### src/hw/rtl/rbdq_pkg.sv
// Shared types and constants for the ring-buffer deque queue.
// Op and status codes, index and count widths, store request bundle.
// No dependencies.
package rbdq_pkg;

	localparam int DEPTH         = 512;
	localparam int ELEMENT_WIDTH = 64;
	localparam int VAL_W         = 64;
	localparam int OCC_W         = 10;
	localparam int IDX_W         = (DEPTH > 1) ? $clog2(DEPTH) : 1;
	localparam int CNT_W         = $clog2(DEPTH + 1);

	typedef enum logic [2:0] {
		OP_ENQ_BACK  = 3'd0,
		OP_ENQ_FRONT = 3'd1,
		OP_PEEK      = 3'd2,
		OP_POP       = 3'd3,
		OP_DEQ       = 3'd4
	} op_t;

	typedef enum logic [1:0] {
		ST_DONE  = 2'd0,
		ST_EMPTY = 2'd1,
		ST_FULL  = 2'd2
	} status_t;

	typedef struct packed {
		logic                     we;
		logic [IDX_W-1:0]         waddr;
		logic [ELEMENT_WIDTH-1:0] wdata;
		logic                     re;
		logic [IDX_W-1:0]         raddr;
	} store_req_t;

endpackage

### src/hw/rtl/rbdq_ctrl.sv
// Head/tail/count control of the deque and the registered response stage.
// Drives store requests; depends on rbdq_pkg.
module rbdq_ctrl (
	input  logic                               clk,
	input  logic                               arst_n,
	input  logic                               start,
	input  logic [2:0]                         op,
	input  logic [rbdq_pkg::VAL_W-1:0]         item_value,
	output rbdq_pkg::store_req_t               req,
	input  logic [rbdq_pkg::ELEMENT_WIDTH-1:0] rd_data,
	output logic                               done,
	output logic [rbdq_pkg::VAL_W-1:0]         read_value,
	output logic [1:0]                         status,
	output logic [rbdq_pkg::OCC_W-1:0]         occupancy,
	output logic                               is_empty
);
	import rbdq_pkg::*;

	logic [IDX_W-1:0] head_q, tail_q, head_d, tail_d;
	logic [CNT_W-1:0] count_q, count_d;
	logic             full, empty;
	logic             rd_hit;
	status_t          st_d;
	op_t              op_c;

	logic             valid_s1;
	logic             rd_hit_s1;
	status_t          st_s1;
	logic [CNT_W-1:0] count_s1;

	function automatic logic [IDX_W-1:0] wrap_inc(input logic [IDX_W-1:0] i);
		return (i == IDX_W'(DEPTH - 1)) ? '0 : i + IDX_W'(1);
	endfunction

	function automatic logic [IDX_W-1:0] wrap_dec(input logic [IDX_W-1:0] i);
		return (i == '0) ? IDX_W'(DEPTH - 1) : i - IDX_W'(1);
	endfunction

	assign op_c  = op_t'(op);
	assign full  = (count_q == CNT_W'(DEPTH));
	assign empty = (count_q == '0);

	always_comb begin
		head_d    = head_q;
		tail_d    = tail_q;
		count_d   = count_q;
		st_d      = ST_DONE;
		rd_hit    = 1'b0;
		req.we    = 1'b0;
		req.waddr = tail_q;
		req.wdata = item_value[ELEMENT_WIDTH-1:0];
		req.re    = 1'b0;
		req.raddr = head_q;
		if (start) begin
			case (op_c)
				OP_ENQ_BACK: begin
					if (full) begin
						st_d = ST_FULL;
					end else begin
						req.we  = 1'b1;
						tail_d  = wrap_inc(tail_q);
						count_d = count_q + CNT_W'(1);
					end
				end
				OP_ENQ_FRONT: begin
					if (full) begin
						st_d = ST_FULL;
					end else begin
						req.we    = 1'b1;
						req.waddr = wrap_dec(head_q);
						head_d    = wrap_dec(head_q);
						count_d   = count_q + CNT_W'(1);
					end
				end
				OP_PEEK: begin
					if (empty) begin
						st_d = ST_EMPTY;
					end else begin
						req.re = 1'b1;
						rd_hit = 1'b1;
					end
				end
				OP_POP: begin
					if (empty) begin
						st_d = ST_EMPTY;
					end else begin
						head_d  = wrap_inc(head_q);
						count_d = count_q - CNT_W'(1);
					end
				end
				OP_DEQ: begin
					if (empty) begin
						st_d = ST_EMPTY;
					end else begin
						req.re  = 1'b1;
						rd_hit  = 1'b1;
						head_d  = wrap_inc(head_q);
						count_d = count_q - CNT_W'(1);
					end
				end
				default: begin
					// undefined op codes leave the state alone
				end
			endcase
		end
	end

	always_ff @(posedge clk or negedge arst_n) begin
		if (!arst_n) begin
			head_q    <= '0;
			tail_q    <= '0;
			count_q   <= '0;
			valid_s1  <= 1'b0;
			rd_hit_s1 <= 1'b0;
			st_s1     <= ST_DONE;
			count_s1  <= '0;
		end else begin
			head_q    <= head_d;
			tail_q    <= tail_d;
			count_q   <= count_d;
			valid_s1  <= start;
			rd_hit_s1 <= rd_hit;
			st_s1     <= st_d;
			count_s1  <= count_d;
		end
	end

	// store read data lands in the same cycle as the response beat
	assign done       = valid_s1;
	assign read_value = rd_hit_s1 ? VAL_W'(rd_data) : '0;
	assign status     = st_s1;
	assign occupancy  = OCC_W'(count_s1);
	assign is_empty   = (count_s1 == '0);

endmodule

### config.mk
export PLATFORM = sky130hd
export DESIGN_NAME = rbdq_ctrl
export DESIGN_NICKNAME = d
export VERILOG_FILES = /design/src/hw/rtl/rbdq_pkg.sv /design/src/hw/rtl/rbdq_ctrl.sv
export SDC_FILE = /design/constraint.sdc
export NUM_CORES = 1
export LEC_CHECK = 0
export BUFFER_PORTS_ARGS = -buffer_cell sky130_fd_sc_hd__buf_2
export CAP_MARGIN = 30
export CORE_AREA = 2 2 114 116
export CTS_CLUSTER_DIAMETER = 80
export DETAILED_ROUTE_END_ITERATION = 10
export DIE_AREA = 0 0 116 118
export HOLD_SLACK_MARGIN = 0.05
export PLACE_DENSITY = 0.61
export SLEW_MARGIN = 20
export SYNTH_ARGS = -nofsm -noshare
export SYNTH_HDL_FRONTEND = slang
export SYNTH_SLANG_ARGS = --single-unit
### constraint.sdc
create_clock -name clk -period 6 [get_ports clk]
set_input_delay 0.9 -clock clk [delete_from_list [all_inputs] [get_ports clk]]
set_output_delay 0.9 -clock clk [all_outputs]
set_load 0.01 [all_outputs]
==> impl_metrics.tcl <==
set metrics [dict create \
    skew_ns 0.00330 \
    fin_cells 687 \
    place_inst 679 \
    grt_overflow_total 0 \
    final_common_cell "buf_2" \
    worst_pin_slew_ns 0.776 \
    synth_edf_count 0 \
    yosys_warnings 0 \
    finalWeightedCongestion 0.885 \
    finalHoldViolCount 0 \
    drc 0 \
    rows 41 \
    post_cts_resized 0 \
    drv_cap 0 \
    finalCritPeriodShare 0.582 \
    worstHoldStart "tail_q[7]$_DFFE_PN0P_" \
    setup_violations 0 \
    drive_gt1_frac 0.369 \
    cts_buffer_depth 2 \
    syn-cell-area_sq_um 3380 \
    vdd_ir_drop_max_mv 0.160 \
    coreArea_sq_um 12400 \
    power.leakage_nw 2.08 \
    cts-root-buf "clkbuf_16" \
    status "completed" \
    tns_ns 0 \
    drv_slew 0 \
    vias 3388 \
    grt.total_usage 0.206 \
    postCtsSetupRepairBufs 0 \
    end_kind "flop" \
    synth-async-reset-ratio 1.00 \
    critPathLaunchType "input pin" \
    antenna_left 0 \
    rsz0062_at_grt "no" \
    ys_seq_area_frac 0.237 \
    numPortBuffers 167 \
    num-nets-final 662 \
    synth_ff_type "dfrtp_1" \
    r2r_cells 9 \
    io_pins 296 \
    synth_seq_cells 32 \
    drt_iter0_drc 301 \
    final_cell_mix "buf_2 (167), and2_1 (64), dfrtp_1 (32)" \
    first_pass_iters 4 \
    via_per_inst 4.93 \
    regToRegStartpoint "head_q[0]$_DFFE_PN0P_" \
    crit_type "input pin to flop" \
    hp-class "flop to flop" \
    syn2layout_area_growth_pct 19.2 \
    chipHeight_um 118 \
    cts_max_level 2 \
    power_density_nw_per_um2 351 \
    cts_sinks 32 \
    grt_pass1_wl_um 20800 \
    grt_pass1_vias 3213 \
    crit_required_ns 6.16 \
    grt_max_degree 65 \
    critPathArrivalTime_ns 3.65 \
    cts_tree "yes" \
    synth_area_per_cell_sq_um 7.97 \
    wl_um 14900 \
    initial_core_util 0.272 \
    die_w_um 116 \
    max_slew_margin 0.482 \
    die-area_sq_um 13700 \
    antenna_cells 0 \
    synth_cell_type_count 65 \
    numCtsBuffers 5 \
    min_path_cells 1 \
    place_hpwl_um 12700 \
    period_needed_ns 3.49 \
    cp_max_fo 18 \
    syn_nets 572 \
    max_clock_freq_mhz 287 \
    holdBufCountCts 0 \
    clk_pin_slew_worst_paths_ns 0.06 \
    antenna_found_initial 0 \
    clk_latency_ns 0.28 \
    wl_per_cell_um 21.7 \
    crit_start "op[2]" \
    postSynthCellCount 424 \
]
synthesized netlist by cell type, types with 2 or more instances:
master / n / share of area
nand2_1: 25 / 0.028
and2_1: 64 / 0.12
inv_1: 10 / 0.011
o21ai_0: 7 / 0.010
mux2_2: 5 / 0.017
or3b_1: 2 / 0.0052
xor2_1: 3 / 0.0078
or3_1: 3 / 0.0056
a21o_1: 6 / 0.013
o31ai_2: 3 / 0.011
o31a_1: 2 / 0.0052
buf_2: 6 / 0.0089
a31oi_1: 2 / 0.0037
mux2_1: 2 / 0.0067
nor3b_1: 2 / 0.0044
o22ai_1: 4 / 0.0074
nand4_1: 2 / 0.0037
xnor2_1: 10 / 0.026
dfrtp_1: 32 / 0.24
o21ai_1: 29 / 0.043
nor2_1: 20 / 0.022
a21oi_1: 12 / 0.018
o211ai_1: 5 / 0.011
nand2b_1: 10 / 0.019
and3_1: 8 / 0.015
buf_4: 65 / 0.14
nor3_1: 7 / 0.010
clkbuf_1: 13 / 0.014
o21a_1: 2 / 0.0044
a21boi_1: 2 / 0.0044
a221oi_1: 2 / 0.0052
a22oi_1: 2 / 0.0044
nand3_1: 6 / 0.0089
nor2b_1: 4 / 0.0074
o31ai_1: 4 / 0.0089
ha_1: 13 / 0.048
o311ai_0: 2 / 0.0052
metal layers:
metal  up-vias  wire length (um)  track usage
met1      1592              5840        0.257
met3        13              1890       0.0906
met5         -                 0            0
met2       195              7040        0.333
li1       1588                 -            -
met4         0               159       0.0357
per-stage QoR:
stage | cell area, sq um | hold WS [ns] | util | setup slack, ns | total power [W]
4_1_cts | 4030 | 0.528 | 0.325 | 2.51 | 0.00142
2_1_floorplan | 3380 | 0.471 | - | 2.77 | 0.000919
5_1_grt | 4030 | 0.557 | 0.325 | 2.34 | 0.00153
6_report | 4030 | 0.533 | 0.325 | 2.51 | 0.00142
3_5_place_dp | 3860 | 0.518 | 0.311 | 2.26 | 0.00112
3_3_place_gp | 3860 | 0.508 | 0.311 | 2.34 | 0.00111
path summary, 6_finish.rpt:
kind | endpoint | slack, ns
worst max-delay path | occupancy[6]$_DFFE_PN0P_ | 2.51
max in group asynchronous | occupancy[9]$_DFFE_PN0P_ | 4.80
min in group asynchronous | occupancy[6]$_DFFE_PN0P_ | 0.70
worst max register to register | head_q[4]$_DFFE_PN0P_ | 3.47
worst min register to register | tail_q[7]$_DFFE_PN0P_ | 0.53
worst min-delay path | tail_q[7]$_DFFE_PN0P_ | 0.53
final cells by class:
type,count,area (sq um)
flip-flops and latches,32,801
inverters,11,41.3
well taps,172,215
repair buffers,168,843
clock buffers,5,125
multi-input cells,296,1960
fillers,1363,8390
clock inverters,3,42.5
report_power, final:
| group | internal, W | leakage (nW) | total (W) | switching [W] |
|---|---|---|---|---|
| clock | 0.000195 | 0.0798 | 0.000291 | 0.0000958 |
| sequential | 0.000287 | 0.403 | 0.000428 | 0.000141 |
| combinational | 0.000314 | 1.60 | 0.000697 | 0.000382 |
sequential cells by signal, summed over array words and instances, names as in the netlist:
| signal | count |
|---|---|
| done | 1 |
| head_q | 9 |
| occupancy | 10 |
| rd_hit_s1 | 1 |
| status | 2 |
| tail_q | 9 |
critical path, stage by stage:
cell and delay [ns]:
buf_2 0.17, or3b_1 0.42, nand2_1 0.52, inv_2 0.26
fa_1 0.46, nor2b_1 0.14, o21a_1 0.22, o21a_1 0.15
o311ai_0 0.13, mux2_2 0.28
cell families after synthesis:
group | after synthesis | share of synthesized area
adders and majority gates | 14 | 0.0540
DFF | 32 | 0.237
xor gates and xnor gates | 13 | 0.0337
buffers and inverters | 96 | 0.183
and+or+nand+nor | 162 | 0.269
AOI/OAI and AO/OA | 100 | 0.200
muxes | 7 | 0.0233
Power figures use the tool's default switching activity.
